**config.mk**
```make
export PLATFORM = sky130hd
export DESIGN_NAME = bfa_front
export DESIGN_NICKNAME = d
export VERILOG_FILES = /design/src/rtl/core/bfa_pkg.sv /design/src/rtl/core/bfa_front.sv
export SDC_FILE = /design/constraint.sdc
export NUM_CORES = 1
export LEC_CHECK = 0
export BUFFER_PORTS_ARGS = -buffer_cell sky130_fd_sc_hd__buf_2
export CAP_MARGIN = 20
export CELL_PAD_IN_SITES_DETAIL_PLACEMENT = 0
export CELL_PAD_IN_SITES_GLOBAL_PLACEMENT = 1
export CORE_MARGIN = 2
export CORE_UTILIZATION = 18
export DETAILED_ROUTE_END_ITERATION = 6
export GPL_TIMING_DRIVEN = 0
export PLACE_DENSITY_LB_ADDON = 0.1
export SLEW_MARGIN = 20
export SYNTH_ARGS = -nofsm -noshare
export SYNTH_HDL_FRONTEND = slang
export SYNTH_SLANG_ARGS = --single-unit
export TNS_END_PERCENT = 1
```
**constraint.sdc**
```tcl
create_clock -name vclk -period 1.7
set_input_delay 0.17 -clock vclk [all_inputs]
set_output_delay 0.17 -clock vclk [all_outputs]
set_load 0.02 [all_outputs]
```
**src/rtl/core/bfa_pkg.sv**
```systemverilog
`timescale 1ns / 1ps

package bfa_pkg;

	localparam int MAX_FRAMES_DEF  = 32768;
	localparam int FRAME_SHIFT_DEF = 12;
	localparam int ADDR_W          = 27;
	localparam int OP_W            = 2;
	localparam int STAT_W          = 2;
	localparam int CFG_W           = 16;
	localparam int CFG_IDX_W       = 1;
	localparam int QUEUE_DEPTH     = 2;

	localparam logic [CFG_W-1:0] TOTAL_RST    = 16'd32768;
	localparam logic [CFG_W-1:0] RESERVED_RST = 16'd256;

	localparam logic [CFG_IDX_W-1:0] REG_TOTAL    = 1'b0;
	localparam logic [CFG_IDX_W-1:0] REG_RESERVED = 1'b1;

	localparam logic [OP_W-1:0] OP_INIT  = 2'd0;
	localparam logic [OP_W-1:0] OP_ALLOC = 2'd1;
	localparam logic [OP_W-1:0] OP_FREE  = 2'd2;

	localparam logic [STAT_W-1:0] ST_DONE  = 2'd0;
	localparam logic [STAT_W-1:0] ST_FULL  = 2'd1;
	localparam logic [STAT_W-1:0] ST_RANGE = 2'd2;

	typedef enum logic [2:0] {
		CMD_NOP,
		CMD_INIT,
		CMD_ALLOC,
		CMD_FREE,
		CMD_RANGE
	} cmd_kind_t;

	typedef struct packed {
		cmd_kind_t         kind;
		logic [ADDR_W-1:0] addr;
	} cmd_t;

	typedef struct packed {
		logic valid;
		logic full;
	} queue_status_t;

	typedef struct packed {
		logic clearing;
	} back_status_t;

	typedef enum logic [2:0] {
		B_CLEAR,
		B_IDLE,
		B_INIT,
		B_ALLOC,
		B_FREE_RD,
		B_FREE_WR
	} back_state_t;

	// width for frame counts and compares, with one spare bit of headroom
	function automatic int cnt_w(input int max_frames);
		int t;
		t = $clog2(max_frames + 1);
		return ((t > CFG_W) ? t : CFG_W) + 1;
	endfunction

	function automatic int word_aw(input int max_frames);
		int wc;
		wc = (max_frames + 31) / 32;
		return (wc > 1) ? $clog2(wc) : 1;
	endfunction

endpackage

```
**src/rtl/core/bfa_front.sv**
```systemverilog
`timescale 1ns / 1ps

module bfa_front #(
	parameter int MAX_FRAMES  = bfa_pkg::MAX_FRAMES_DEF,
	parameter int FRAME_SHIFT = bfa_pkg::FRAME_SHIFT_DEF
) (
	input  logic                                  start,
	output logic                                  busy,
	input  logic [bfa_pkg::OP_W-1:0]              opcode,
	input  logic [bfa_pkg::ADDR_W-1:0]            free_address,
	input  logic [bfa_pkg::cnt_w(MAX_FRAMES)-1:0] eff_total,
	input  bfa_pkg::queue_status_t                qstat,
	input  bfa_pkg::back_status_t                 bstat,
	output logic                                  q_push,
	output bfa_pkg::cmd_t                         q_cmd
);

	localparam int CW = bfa_pkg::cnt_w(MAX_FRAMES);
	localparam int XW = CW + bfa_pkg::ADDR_W;

	logic [bfa_pkg::ADDR_W-1:0] page_num;
	logic                       out_range;

	assign busy   = qstat.full || bstat.clearing;
	assign q_push = start && !busy;

	assign page_num  = free_address >> FRAME_SHIFT;
	assign out_range = XW'(page_num) >= XW'(eff_total);

	always_comb begin
		q_cmd.addr = free_address;
		unique case (opcode)
			bfa_pkg::OP_INIT:  q_cmd.kind = bfa_pkg::CMD_INIT;
			bfa_pkg::OP_ALLOC: q_cmd.kind = bfa_pkg::CMD_ALLOC;
			bfa_pkg::OP_FREE:  q_cmd.kind = out_range ? bfa_pkg::CMD_RANGE : bfa_pkg::CMD_FREE;
			default:           q_cmd.kind = bfa_pkg::CMD_NOP;
		endcase
	end

endmodule

```
==> run_results.csv <==
group,metric,value,unit
worst_setup_path,cp_num_buf_inv,2,
die,die_width,63.43,µm
die,pin_count,82,
global_routing,grt_max_degree,4,
outcome,violations,"negative setup slack",
worst_setup_path,path_class,"input port to output port",
die,initial_core_util,0.1890,
drt,wl,1.523,mm
logic_synthesis,synth_top_family_by_area,"buffers and inverters",
global_routing,grt_remaining_overflow,0,
worst_hold_path,holdPathStages,2,
pwr,total_power,310.4,µW
drt,antenna_left,0,
clock_tree,ctsHoldBuffers,0,
logic_synthesis,synth.mux.area_fraction,0,
timing,tightest_slew,316.8,ps
pwr,power.internal,160.0,µW
timing,hold_violations,0,
die,die_area,0.004023,mm²
logic_synthesis,yosys.area_share.simple,0.1319,
timing,finalCriticalPeriod,1992,ps
finish,nNetsFinal,225,
die,coreArea,0.003363,mm²
worst_setup_path,worstPathRequired,1530,ps
drt,drc_errors,0,
finish,final_cell_mix,"63 x buf_2, 29 x buf_4, 10 x inv_1",
place,port_buffers,69,
worst_setup_path,start_kind,"input port",
die,placementRows,21,
pwr,clockPowerShare,0,
worst_setup_path,critPathSlowestCell,"or4_4",
global_routing,antenna_found_initial,0,
logic_synthesis,avgSynthCellArea,7.223,µm²
logic_synthesis,synth_xor_area_frac,0,
finish,area_growth,90.75,%
flow_run,drv_cap,0,
drt,num_vias,745,
drt,route.detailed.wl_per_inst,7.466,µm
timing,relSlewSlack,0.7881,
logic_synthesis,synth.net_count,153,
logic_synthesis,synth_compound_area_frac,0.1594,
timing,fin_crit_sh,1.171,
finish,multi_input_area,483.0,µm²
logic_synthesis,synth_fa_ha_area_frac,0.2953,
pwr,power_frac_seq,0,
finish,nFlopsAndLatches,0,
worst_setup_path,crit_fanout,3,
pwr,p_leak,0.0007111,µW
timing,worst_slack,-291.5,ps
finish,final_common_cell,"buf_2",
drt,routed_via_density,3.652,
worst_setup_path,cp_cell_sequence,"buf_6 > ha_4 > nand2_2 > or4_4 > o41ai_4 > nor2b_4 > buf_6",
worst_setup_path,cp.depth,7,
global_routing,grt_pass1_wl,2.587,mm
drt,drt_iter0_markers,0,
finish,antenna_cells,0,
worst_setup_path,cp_slowest_stage_delay,550,ps
drt,first_pass_iters,1,
logic_synthesis,ys_warn_count,0,
worst_setup_path,arrival,1820,ps
finish,fin_area,0.001212,mm²
worst_setup_path,cp_top_family,"simple AND/OR/NAND/NOR gates",
place,detailedPlacementHpwl,1.432,mm
logic_synthesis,seq_area_frac_synth,0,
logic_synthesis,syn_inst,88,
logic_synthesis,yosys.cell_types.count,19,
place,gp_congestion,0.6087,
timing,rsz0062_at_grt,"true",
global_routing,grt_pass1_vias,662,
timing,fin_setup_tns,-779.7,ps
worst_setup_path,cpMostUsedCell,"buf_6",
outcome,status,"finished with violations",
pwr,pwr-share-comb,1.000,
finish,nClkBuffers,0,
pwr,powerDensity,256.0,mW/mm²
timing,slew_viol_final,0,
timing,setup_viol,3,
worst_setup_path,critPathCaptureType,"output port",
pwr,switching_share,0.4845,
die,fp.dieH,63.43,µm
global_routing,grt.total_usage,0.07217,
timing,fmax,0.5021,GHz
logic_synthesis,syn_area,635.6,µm²
finish,drive_above_1_share,0.7405,
finish,fillers,374,
pwr,switchingPower,150.4,µW
place,dpl-instance-area,0.001126,mm²
finish,seqCellArea,0,µm²
pwr,ir_drop,72.38,µV
worst_hold_path,hold_class,"input port to output port",
path summary, 6_finish.rpt:
path                             start         to
worst max-delay path  free_address[24]  q_cmd[29]
worst min-delay path  free_address[11]  q_cmd[11]
power by group through the flow:
| stage | clock network (µW) | logic (µW) | registers, µW |
|---|---|---|---|
| detailed placement | 0 | 291 | 0 |
| CTS | 0 | 317 | 0 |
| global route | 0 | 345 | 0 |
| finish | 0 | 310 | 0 |
| global placement | 0 | 288 | 0 |
| floorplan | 0 | 188 | 0 |
cells by family after synthesis:
logic type | Yosys count
buf+inv | 43
simple gates | 15
compound gates | 15
fa+ha+maj | 15
metal layers:
layer / part of all wire / track usage / vias to the layer above
li1: - / - / 401
met1: 0.42 / 0.09914 / 297
met2: 0.47 / 0.1289 / 47
met3: 0.11 / 0.007143 / 0
met4: 0 / 0 / 0
met5: 0 / 0 / -
timing repair:
item,in CTS,in global routing
endpoints found under the setup margin,3,3
gates cloned,0,0
setup buffers,1,0
endpoints found under the hold margin,0,0
pin swaps,6,1
resized for setup,16,0
Yosys cell counts:
library cell	count	area, µm²
a21o_1	1	7.510
a21oi_1	7	35.03
a31oi_1	1	6.260
buf_4	27	202.7
ha_1	15	187.7
inv_1	16	60.06
nand2_1	6	22.52
nand2b_1	2	12.51
nor2_1	1	3.750
nor2b_1	2	12.51
o21a_1	2	15.01
o21ai_0	1	5.000
o21ai_1	1	5.000
o221a_2	1	11.26
o41ai_2	1	16.27
or2_1	1	6.260
or2_2	1	6.260
or4_2	1	8.760
or4_4	1	11.26
stage by stage:
stage / cells / hold slack [ps] / util / worst slack, ps
after detailed placement: 203 / 558.0 / 0.3348 / -441.3
after floorplan: 88 / 416.9 / - / -71.94
after global placement: 203 / 559.4 / 0.3348 / -431.4
final: 204 / 557.5 / 0.3605 / -291.5
after CTS: 204 / 559.2 / 0.3605 / -386.6
after global routing: 204 / 561.4 / 0.3605 / -364.4
final cells by class:
class              instances  share of cell area
inverters                 16             0.06811
repair buffers            70              0.3189
well taps                 46             0.04747
multi-input cells         45              0.3983
plain buffers             27              0.1672
Power figures use the tool's default switching activity.
