### config.mk
export PLATFORM = sky130hd
export DESIGN_NAME = bfa_queue
export DESIGN_NICKNAME = d
export VERILOG_FILES = /design/src/rtl/core/bfa_pkg.sv /design/src/rtl/core/bfa_queue.sv
export SDC_FILE = /design/constraint.sdc
export NUM_CORES = 1
export LEC_CHECK = 0
export ABC_AREA = 1
export BUFFER_PORTS_ARGS = -buffer_cell sky130_fd_sc_hd__buf_2
export CAP_MARGIN = 20
export CORE_AREA = 2 2 104 66
export DETAILED_ROUTE_END_ITERATION = 10
export DIE_AREA = 0 0 106 68
export GPL_TIMING_DRIVEN = 0
export PLACE_DENSITY_LB_ADDON = 0.2
export SLEW_MARGIN = 25
export SYNTH_ARGS = -nofsm -noshare
export SYNTH_HDL_FRONTEND = slang
export SYNTH_SLANG_ARGS = --single-unit
### constraint.sdc
create_clock -name clk -period 2.8 [get_ports clk]
set_clock_uncertainty 0.1 [all_clocks]
set_input_delay 0.42 -clock clk [delete_from_list [all_inputs] [get_ports clk]]
set_output_delay 0.42 -clock clk [all_outputs]
set_load 0.01 [all_outputs]
### src/rtl/core/bfa_pkg.sv
`timescale 1ns / 1ps

package bfa_pkg;

	localparam int MAX_FRAMES_DEF  = 32768;
	localparam int FRAME_SHIFT_DEF = 12;
	localparam int ADDR_W          = 27;
	localparam int OP_W            = 2;
	localparam int STAT_W          = 2;
	localparam int CFG_W           = 16;
	localparam int CFG_IDX_W       = 1;
	localparam int QUEUE_DEPTH     = 2;

	localparam logic [CFG_W-1:0] TOTAL_RST    = 16'd32768;
	localparam logic [CFG_W-1:0] RESERVED_RST = 16'd256;

	localparam logic [CFG_IDX_W-1:0] REG_TOTAL    = 1'b0;
	localparam logic [CFG_IDX_W-1:0] REG_RESERVED = 1'b1;

	localparam logic [OP_W-1:0] OP_INIT  = 2'd0;
	localparam logic [OP_W-1:0] OP_ALLOC = 2'd1;
	localparam logic [OP_W-1:0] OP_FREE  = 2'd2;

	localparam logic [STAT_W-1:0] ST_DONE  = 2'd0;
	localparam logic [STAT_W-1:0] ST_FULL  = 2'd1;
	localparam logic [STAT_W-1:0] ST_RANGE = 2'd2;

	typedef enum logic [2:0] {
		CMD_NOP,
		CMD_INIT,
		CMD_ALLOC,
		CMD_FREE,
		CMD_RANGE
	} cmd_kind_t;

	typedef struct packed {
		cmd_kind_t         kind;
		logic [ADDR_W-1:0] addr;
	} cmd_t;

	typedef struct packed {
		logic valid;
		logic full;
	} queue_status_t;

	typedef struct packed {
		logic clearing;
	} back_status_t;

	typedef enum logic [2:0] {
		B_CLEAR,
		B_IDLE,
		B_INIT,
		B_ALLOC,
		B_FREE_RD,
		B_FREE_WR
	} back_state_t;

	// width for frame counts and compares, with one spare bit of headroom
	function automatic int cnt_w(input int max_frames);
		int t;
		t = $clog2(max_frames + 1);
		return ((t > CFG_W) ? t : CFG_W) + 1;
	endfunction

	function automatic int word_aw(input int max_frames);
		int wc;
		wc = (max_frames + 31) / 32;
		return (wc > 1) ? $clog2(wc) : 1;
	endfunction

endpackage

### src/rtl/core/bfa_queue.sv
`timescale 1ns / 1ps

module bfa_queue (
	input  logic                    clk,
	input  logic                    arst_n,
	input  logic                    push,
	input  bfa_pkg::cmd_t           din,
	input  logic                    pop,
	output bfa_pkg::cmd_t           dout,
	output bfa_pkg::queue_status_t  qstat
);

	localparam int DEPTH = bfa_pkg::QUEUE_DEPTH;
	localparam int PW    = (DEPTH > 1) ? $clog2(DEPTH) : 1;
	localparam int CNTW  = $clog2(DEPTH + 1);

	bfa_pkg::cmd_t   entry_q [DEPTH];
	logic [PW-1:0]   wr_ptr_q;
	logic [PW-1:0]   rd_ptr_q;
	logic [CNTW-1:0] count_q;
	logic            do_push;
	logic            do_pop;

	assign qstat.valid = (count_q != '0);
	assign qstat.full  = (count_q == CNTW'(DEPTH));
	assign do_push     = push && !qstat.full;
	assign do_pop      = pop && qstat.valid;
	assign dout        = entry_q[rd_ptr_q];

	always_ff @(posedge clk or negedge arst_n) begin
		if (!arst_n) begin
			wr_ptr_q <= '0;
			rd_ptr_q <= '0;
			count_q  <= '0;
		end else begin
			if (do_push) begin
				wr_ptr_q <= (wr_ptr_q == PW'(DEPTH - 1)) ? '0 : wr_ptr_q + 1'b1;
			end
			if (do_pop) begin
				rd_ptr_q <= (rd_ptr_q == PW'(DEPTH - 1)) ? '0 : rd_ptr_q + 1'b1;
			end
			if (do_push && !do_pop) begin
				count_q <= count_q + 1'b1;
			end else if (do_pop && !do_push) begin
				count_q <= count_q - 1'b1;
			end
		end
	end

	always_ff @(posedge clk) begin
		if (do_push) begin
			entry_q[wr_ptr_q] <= din;
		end
	end

endmodule

==> qor.txt, run 1 <==
largest net degree at the start of global routing = 31
syn nets = 223
vias in the first global route = 1476
share of layout cells above drive strength 1 = 0.333
routed wl met2 = 2020 µm
final setup fails = 0
Synth top area share = 0.750
area delta synth->final = 26.3%
slew margin rel. = 0.537
via/cell ratio = 4.32
Yosys cell types = 14
Worst Hold Class = primary input to flip-flop
Fmax achieved = 0.527 GHz
RSZ-0062 raised after global routing = no
fin crit share = 0.677
worst skew pair latency = 330 ps
CTS Hold Bufs = 1
Setup CP Type = flip-flop to output pin
Die Wd = 106 µm
WL met1 = 2120 µm
Max IR drop VDD = 0.443 mV
# nets final = 301
Die ar. = 7210 µm²
Final HPWL DP = 3010 µm
Power Total = 3080 µW
clk root buf = clkbuf_8
initial antenna violation count = 0
postcts setup bufs = 0
Die H = 68 µm
Crit-path slowest cell = dfrtp_1
DR iter-0 viols = 40
I/O Pins = 66
footprint of the multi-input gates = 448 µm²
GP Congestion = 0.703
Worst EP arrival = 1380 ps
PortBufs = 65
worst path cell trace = inv_2 > buf_2 > nand2_1 > nand2_1 > buf_2
DR vias = 1543
first-pass GRT wire length = 7100 µm
Tightest Pin Transition = 693 ps
DRC = 0
post-synthesis cell count = 188
synth top area cells = edfxtp_1 75%, nand2_1 16%, dfrtp_1 4.2%, buf_2 1.3%, inv_1 1.1%
count leader, synth = nand2_1
wire per inst = 12.8 µm
Post-synth EDFFs = 60
Synth Area per Inst = 12.8 µm²
max incr delay on CP = 420 ps
post-synthesis async set-or-reset flop share = 0.0625
PD cells = 1010 nW/µm²
Clk pin slew, worst setup/hold paths = 70 ps
#FFs+latches synth = 64
Register Area = 1900 µm²
critical path peak fanout = 10
ANT cells = 0
Mapped Area = 2400 µm²
Setup TNS = 0 ps
row cnt = 23
status = completed
Slew Viols, Final = 0
Primary FF master, synth = edfxtp_1
CTS tree = yes
DRT antenna net count = 0
core area = 6360 µm²
drt pass-1 iters = 4
leakage = 0.00134 µW
crit path capture type = output pin
Max-Cap Viols = 0
CP required = 2280 ps
H-tree levels = 3
initial core utilization = 0.378
YS warnings = 0
final wirelength = 4550 µm
cts bufs inserted = 9
cell taking the most area after synthesis = edfxtp_1
met3 wire length = 384 µm
# fillers = 609
CTS Sinks = 64
final hold viol count = 0
CP startpoint kind = flip-flop
Final min period = 1900 ps
sequential share of the synthesized area = 0.792
gr usage total = 0.138
Commonest cells post-synth = 100 x nand2_1, 60 x edfxtp_1, 7 x inv_1
GRT overflow = 0
PostCTS Resize Cnt = 0
clock buffer depth = 2
Max Used Layer = met4
==> per-layer routing <==
layer,up-vias,GRT usage
met5,-,0
met4,0,0.0345
li1,781,-
met3,6,0.0733
met2,61,0.217
met1,695,0.169
==> cell type report <==
class	instances	share of cell area
Inverter	8	0.00990
Clock buffer	10	0.0421
Clock inverter	5	0.00825
Sequential cell	64	0.627
Buffer	6	0.00990
Multi-Input combinational cell	110	0.148
Tap cell	87	0.0359
Timing Repair Buffer	67	0.120
==> path summary, 6_finish.rpt <==
| check | from | depth (start not counted) | end | slack [ps] |
|---|---|---|---|---|
| worst min register to register | count_q[1] | 2 | count_q[1] | 390 |
| worst min-delay path | din[24] | 1 | entry_q[1][24] | 180 |
| worst max-delay path | rd_ptr_q | 5 | dout[18] | 900 |
| worst max register to register | count_q[1] | 5 | entry_q[0][26] | 1020 |
| min in group asynchronous | arst_n | 2 | count_q[1] | 320 |
| max in group asynchronous | arst_n | 2 | count_q[0] | 2160 |
==> cell usage in the layout (no fill, tap or decap), drive strengths merged <==
master	synthesis	final
nand2	101	101
buf	6	72
edfxtp	60	60
clkbuf	0	10
inv	8	8
dfrtp	4	4
clkinv	0	4
nor2	3	3
nand3	2	2
o21ai	1	1
xnor2	1	1
nand4	1	1
ha	1	1
clkinvlp	0	1
dlygate4sd3	0	1
==> where the power goes <==
part	switching, µW	total (µW)	internal, µW
logic	692	1070	375
clock network	328	635	307
registers	64.7	1370	1310
total	1080	3080	1990
==> worst max-delay path, delay by kind of cell, from the launching register on <==
kind                   cells  cell delay (ps)
buffers and inverters      3              450
DFF                        1              420
and+or+nand+nor            2              170
==> per-stage QoR <==
step | hold WS (ps) | utilization | instances | worst slack [ps] | cell area [µm²]
floorplan | 24.4 | - | 188 | 417 | 2400
global placement | 136 | 0.446 | 340 | -348 | 2840
detailed placement | 133 | 0.452 | 341 | 966 | 2870
CTS | 160 | 0.477 | 357 | 866 | 3030
global route | 157 | 0.477 | 357 | 773 | 3030
finish | 175 | 0.477 | 357 | 904 | 3030
==> cells by family (layout without fill, tap and decap cells) <==
group | count (synthesis) | count (layout) | synth area share
DFF | 64 | 64 | 0.792
buffers and inverters | 14 | 96 | 0.0250
xor gates and xnor gates | 1 | 1 | 0.00365
AOI/OAI and AO/OA | 1 | 1 | 0.00208
adders and majority gates | 1 | 1 | 0.00521
and+or+nand+nor | 107 | 107 | 0.172
==> sequential cells by signal, summed over array words and instances (netlist names) <==
signal    flops
count_q       2
entry_q      60
rd_ptr_q      1
wr_ptr_q      1
Power figures use the tool's default switching activity.
==> inputs of run 2 (changes only) <==
--- a/config.mk
+++ b/config.mk
@@ -5,12 +5,12 @@
 export SDC_FILE = /design/constraint.sdc
 export NUM_CORES = 1
 export LEC_CHECK = 0
-export ABC_AREA = 1
+export ABC_AREA = 0
 export BUFFER_PORTS_ARGS = -buffer_cell sky130_fd_sc_hd__buf_2
 export CAP_MARGIN = 20
-export CORE_AREA = 2 2 104 66
+export CORE_AREA = 2 2 103 65
 export DETAILED_ROUTE_END_ITERATION = 10
-export DIE_AREA = 0 0 106 68
+export DIE_AREA = 0 0 105 67
 export GPL_TIMING_DRIVEN = 0
 export PLACE_DENSITY_LB_ADDON = 0.2
 export SLEW_MARGIN = 25
==> constraint.sdc (replaced) <==
create_clock -name clk -period 1.65 [get_ports clk]
set_clock_uncertainty 0.1 [all_clocks]
set_input_delay 0.2475 -clock clk [delete_from_list [all_inputs] [get_ports clk]]
set_output_delay 0.2475 -clock clk [all_outputs]
set_load 0.01 [all_outputs]
==> run 2 against run 1 <==
Net effect:
- area after synthesis shrank 1.1%
- via count down 12%
- utilization grew 11 points
- highest routed layer unchanged
- worst hold slack got worse by 160 ps
- the flow now finishes with violations (setup timing)
- clock power grew 65%
==> qor.txt, run 2 <==
status = complete, but fails checks
failing checks = setup timing
largest net degree at the start of global routing = 31
gr usage total = 0.144
commonest non-fill, non-tap cell in the layout = edfxtp_1
CP startpoint kind = flip-flop
cell taking the most area after synthesis = edfxtp_1
clock buffer depth = 2
crit path capture type = output pin
pre-CTS setup slack = -275 ps
row cnt = 22
vias in the first global route = 1504
initial antenna violation count = 0
DR iter-0 viols = 28
most frequent cells in the layout = 60 x edfxtp_1, 53 x buf_2, 29 x dlygate4sd3_1
Clk pin slew, worst setup/hold paths = 60 ps
Die ar. = 7040 µm²
count leader, synth = edfxtp_1
Tightest Pin Transition = 431 ps
Largest Register = entry_q
Post-synth EDFFs = 60
Largest register FFs = 60
post-route insts no fill = 315
Top delay family on crit path = flip-flops
biggest regs = entry_q: 60 flops, count_q: 2 flops
Synth top area share = 0.758
final wirelength = 4530 µm
post-synthesis cell count = 112
final hold viol count = 0
I/O Pins = 66
Yosys cell types = 14
Worst EP arrival = 1410 ps
worst path cell trace = buf_8 > mux2_2 > buf_2
CTS Sinks = 64
YS warnings = 0
Crit-path slowest cell = dfrtp_2
Setup TNS = -2590 ps
# nets final = 261
DR vias = 1360
fin crit share = 1.06
PortBufs = 65
via/cell ratio = 4.32
drt pass-1 iters = 4
ANT cells = 0
CP required = 1300 ps
critical path peak fanout = 10
initial core utilization = 0.396
# fillers = 511
clk root buf = clkbuf_8
first-pass GRT wire length = 7250 µm
PD cells = 1610 nW/µm²
final setup fails = 29
DRT antenna net count = 0
DRC = 0
reg2reg path depth = 5
Max-Cap Viols = 0
GP Congestion = 0.720
wire per inst = 14.4 µm
Synth Area per Inst = 21.2 µm²
GRT overflow = 0
H-tree levels = 3
Cells after DPL = 261
Mapped Area = 2380 µm²
#FFs+latches synth = 64
cts bufs inserted = 9
Final min period = 1750 ps
sequential share of the synthesized area = 0.800
leakage = 0.00138 µW
Worst Hold Depth = 1
cell count along the critical path = 3
synth top area cells = edfxtp_1 76%, mux2_2 14%, dfrtp_1 4.2%, buf_6 1.4%, xnor2_1 1.1%
Worst Hold Class = primary input to flip-flop
Primary FF master, synth = edfxtp_1
Final HPWL DP = 2740 µm
worst skew pair latency = 330 ps
Fmax achieved = 0.570 GHz
Max IR drop VDD = 0.884 mV
Die H = 67 µm
RSZ-0062 raised after global routing = yes
slew margin rel. = 0.713
CTS tree = yes
Setup CP Type = flip-flop to output pin
final setup margin = -103 ps
Crit path buffers/inverters = 2
syn nets = 147
Die Wd = 105 µm
area delta synth->final = 47.4%
Slew Viols, Final = 0
post-synthesis async set-or-reset flop share = 0.0625
core area = 6000 µm²
max incr delay on CP = 440 ps
share of layout cells above drive strength 1 = 0.550
Commonest cells post-synth = 60 x edfxtp_1, 30 x mux2_2, 4 x dfrtp_1
-- run 2: per-stage QoR --
step                      power [µW]  hold slack (ps)  instance area [µm²]   util
after detailed placement        4070            -39.5                 2820  0.469
after CTS                       5510            0.419                 3380  0.564
after global placement          4000            -42.3                 2820  0.469
after global routing            5970             1.38                 3500  0.584
after floorplan                 3460             -148                 2380      -
final                           5650             19.8                 3500  0.584
-- run 2: worst paths after layout --
kind	startpoint	endpoint	slack (ps)
worst max-delay path	rd_ptr_q	dout[8]	-100
worst min-delay path	din[4]	entry_q[0][4]	20
worst max register to register	count_q[1]	count_q[1]	90
worst min register to register	count_q[1]	count_q[1]	490
max in group asynchronous	arst_n	rd_ptr_q	1170
min in group asynchronous	arst_n	count_q[1]	140
-- run 2: timing repair --
| action | CTS | global route |
|---|---|---|
| setup endpoints to repair | 90 | 30 |
| setup buffers | 4 | 3 |
| cloned | 2 | 0 |
| pin swaps | 3 | 2 |
| resized for setup | 17 | 15 |
| hold buffers | 27 | 2 |
| hold endpoints to repair | 55 | 4 |
-- run 2: cells by family after synthesis --
family / after synthesis / share of synthesized area
DFF: 64 / 0.800
muxes: 30 / 0.142
and+or+nand+nor: 7 / 0.0163
xor gates and xnor gates: 5 / 0.0184
buffers and inverters: 5 / 0.0174
adders and majority gates: 1 / 0.00527
-- run 2: report_power, final --
group | total, µW | leakage [µW] | switching [µW] | internal [µW]
clock network | 1050 | 0.0000823 | 527 | 521
registers | 2400 | 0.000602 | 165 | 2230
logic | 2200 | 0.000697 | 976 | 1230
total | 5650 | 0.00138 | 1670 | 3980
-- run 2: layer usage --
metal / part of all wire / vias to the layer above / global-route usage
met1: 0.44 / 654 / 0.162
met5: 0 / - / 0
met3: 0.060 / 2 / 0.0616
met4: 0.0077 / 0 / 0.0733
li1: - / 658 / -
met2: 0.49 / 46 / 0.238
-- run 2: final cells by class --
cell class	count	area, µm²	area share
Multi-Input combinational cell	44	514	0.147
Buffer	3	41.3	0.0118
Sequential cell	64	1900	0.544
Tap cell	84	105	0.0300
Clock buffer	10	128	0.0364
Clock inverter	6	26.3	0.00750
Timing Repair Buffer	102	776	0.222
Inverter	2	7.51	0.00214
==> inputs of run 3 (changes only) <==
--- a/config.mk
+++ b/config.mk
@@ -13,6 +13,7 @@
 export DIE_AREA = 0 0 105 67
 export GPL_TIMING_DRIVEN = 0
 export PLACE_DENSITY_LB_ADDON = 0.2
+export SKIP_CTS_REPAIR_TIMING = 1
 export SLEW_MARGIN = 25
 export SYNTH_ARGS = -nofsm -noshare
 export SYNTH_HDL_FRONTEND = slang
==> run 3 against run 2 <==
Net effect:
- the run still ends with setup timing left
- first-iteration DRC count grew 54%
- clock power is essentially flat
- final area shrank 5.0%
- sequential share of layout area grew 2.9 points
- combinational power shrank 16%
- cell count shrank 1.9%
- critical path type unchanged
- worst hold slack lost 4.0 ps
==> qor.txt, run 3 (synthesis gave the netlist of run 2 again) <==
clock buffer depth = 2
DR iter-0 viols = 43
most frequent cells in the layout = 65 x buf_2, 60 x edfxtp_1, 30 x mux2_2
initial antenna violation count = 0
internal power = 3700 µW
first-pass GRT wire length = 6470 µm
Slew Viols, Final = 0
row cnt = 22
RSZ-0062 raised after global routing = yes
cts bufs inserted = 9
post-route insts no fill = 309
GP Congestion = 0.720
PortBufs = 65
Die Wd = 105 µm
fin crit share = 1.06
gr usage total = 0.129
initial core utilization = 0.396
PD cells = 1590 nW/µm²
Area after DPL = 2820 µm²
slew margin rel. = 0.699
flop2flop setup slack = 80 ps
I/O Pins = 66
# nets final = 255
CTS Sinks = 64
Die ar. = 7040 µm²
DRT antenna net count = 0
area delta synth->final = 40.0%
hold_sp = din[4]
Tightest Pin Transition = 451 ps
pre-CTS setup slack = -275 ps
commonest non-fill, non-tap cell in the layout = buf_2
drt pass-1 iters = 4
via/cell ratio = 4.37
Final HPWL DP = 2740 µm
reg2reg path depth = 6
Max-Cap Viols = 0
ANT cells = 0
P_sw = 1590 µW
Sw Share = 0.301
crit path capture = dout[16]
Final Instance Area = 3330 µm²
CP startpoint = rd_ptr_q
largest net degree at the start of global routing = 31
DRC = 0
Max IR drop VDD = 0.881 mV
core area = 6000 µm²
GRT overflow = 0
final hold viol count = 0
Clk pin slew, worst setup/hold paths = 70 ps
biggest regs = entry_q: 60 flops, count_q: 2 flops
FF-to-FF End = count_q[1]
critical path peak fanout = 10
Power Total = 5290 µW
Cells after DPL = 261
failing checks = setup timing
footprint of the multi-input gates = 472 µm²
final setup margin = -93.9 ps
Register Area = 1900 µm²
Worst Hold Class = primary input to flip-flop
CTS tree = yes
Final min period = 1740 ps
Fmax achieved = 0.573 GHz
Die H = 67 µm
CP startpoint kind = flip-flop
clock network fraction of design power = 0.199
H-tree levels = 3
Seq pwr share = 0.452
DR vias = 1350
final setup fails = 29
leakage = 0.00129 µW
CP required = 1300 ps
final wirelength = 4470 µm
worst skew pair latency = 330 ps
Comb pwr share = 0.349
Largest Register = entry_q
vias in the first global route = 1334
# fillers = 522
status = complete, but fails checks
crit path capture type = output pin
Setup CP Type = flip-flop to output pin
clk root buf = clkbuf_8
Largest register FFs = 60
Worst EP arrival = 1400 ps
reg2reg start = count_q[0]
wire per inst = 14.5 µm
share of layout cells above drive strength 1 = 0.547
-- run 3: cell type report --
class | instances | area share
tap | 84 | 0.0316
timing repair buffer | 96 | 0.196
sequential | 64 | 0.572
clock inverter | 6 | 0.00790
inverter | 2 | 0.00226
buffer | 3 | 0.0102
multi-input combinational | 44 | 0.142
clock buffer | 10 | 0.0384
-- run 3: power by group through the flow --
stage          logic [µW]  registers [µW]  clock network (µW)
2_1_floorplan        1100            2360                   0
3_3_place_gp         1620            2380                   0
3_5_place_dp         1660            2400                   0
4_1_cts              1670            2370                1110
5_1_grt              2000            2430                1170
6_report             1850            2390                1050
-- run 3: critical path, stage by stage, from the launching register on --
cell and delay [ps]:
dfrtp_2 410, buf_6 170, mux2_2 350, buf_2 150
-- run 3: routing by layer --
layer  GRT usage  vias to the layer above  routed length, µm
met2       0.200                       41               2100
met5           0                        -                  0
met3      0.0646                        6                272
met1       0.148                      657               2030
li1            -                      646                  -
met4      0.0700                        0                 65
-- run 3: how the worst min path moves through the flow --
stage | to | slack [ps] | depth (start not counted)
after global placement | count_q[1] | -40 | 1
after detailed placement | count_q[1] | -40 | 1
after global routing | entry_q[0][4] | -0.08 | 1
after floorplan | count_q[0] | -150 | 0
final | entry_q[0][4] | 20 | 1
after CTS | wr_ptr_q | -410 | 1
-- run 3: metrics by stage --
stage / utilization / hold WS (ps) / setup TNS [ps]
after floorplan: - / -148 / 0
after global placement: 0.469 / -42.3 / -8620
after detailed placement: 0.469 / -39.5 / -12190
after CTS: 0.495 / -409 / -17380
after global routing: 0.554 / -0.0814 / -4500
final: 0.554 / 15.8 / -2200
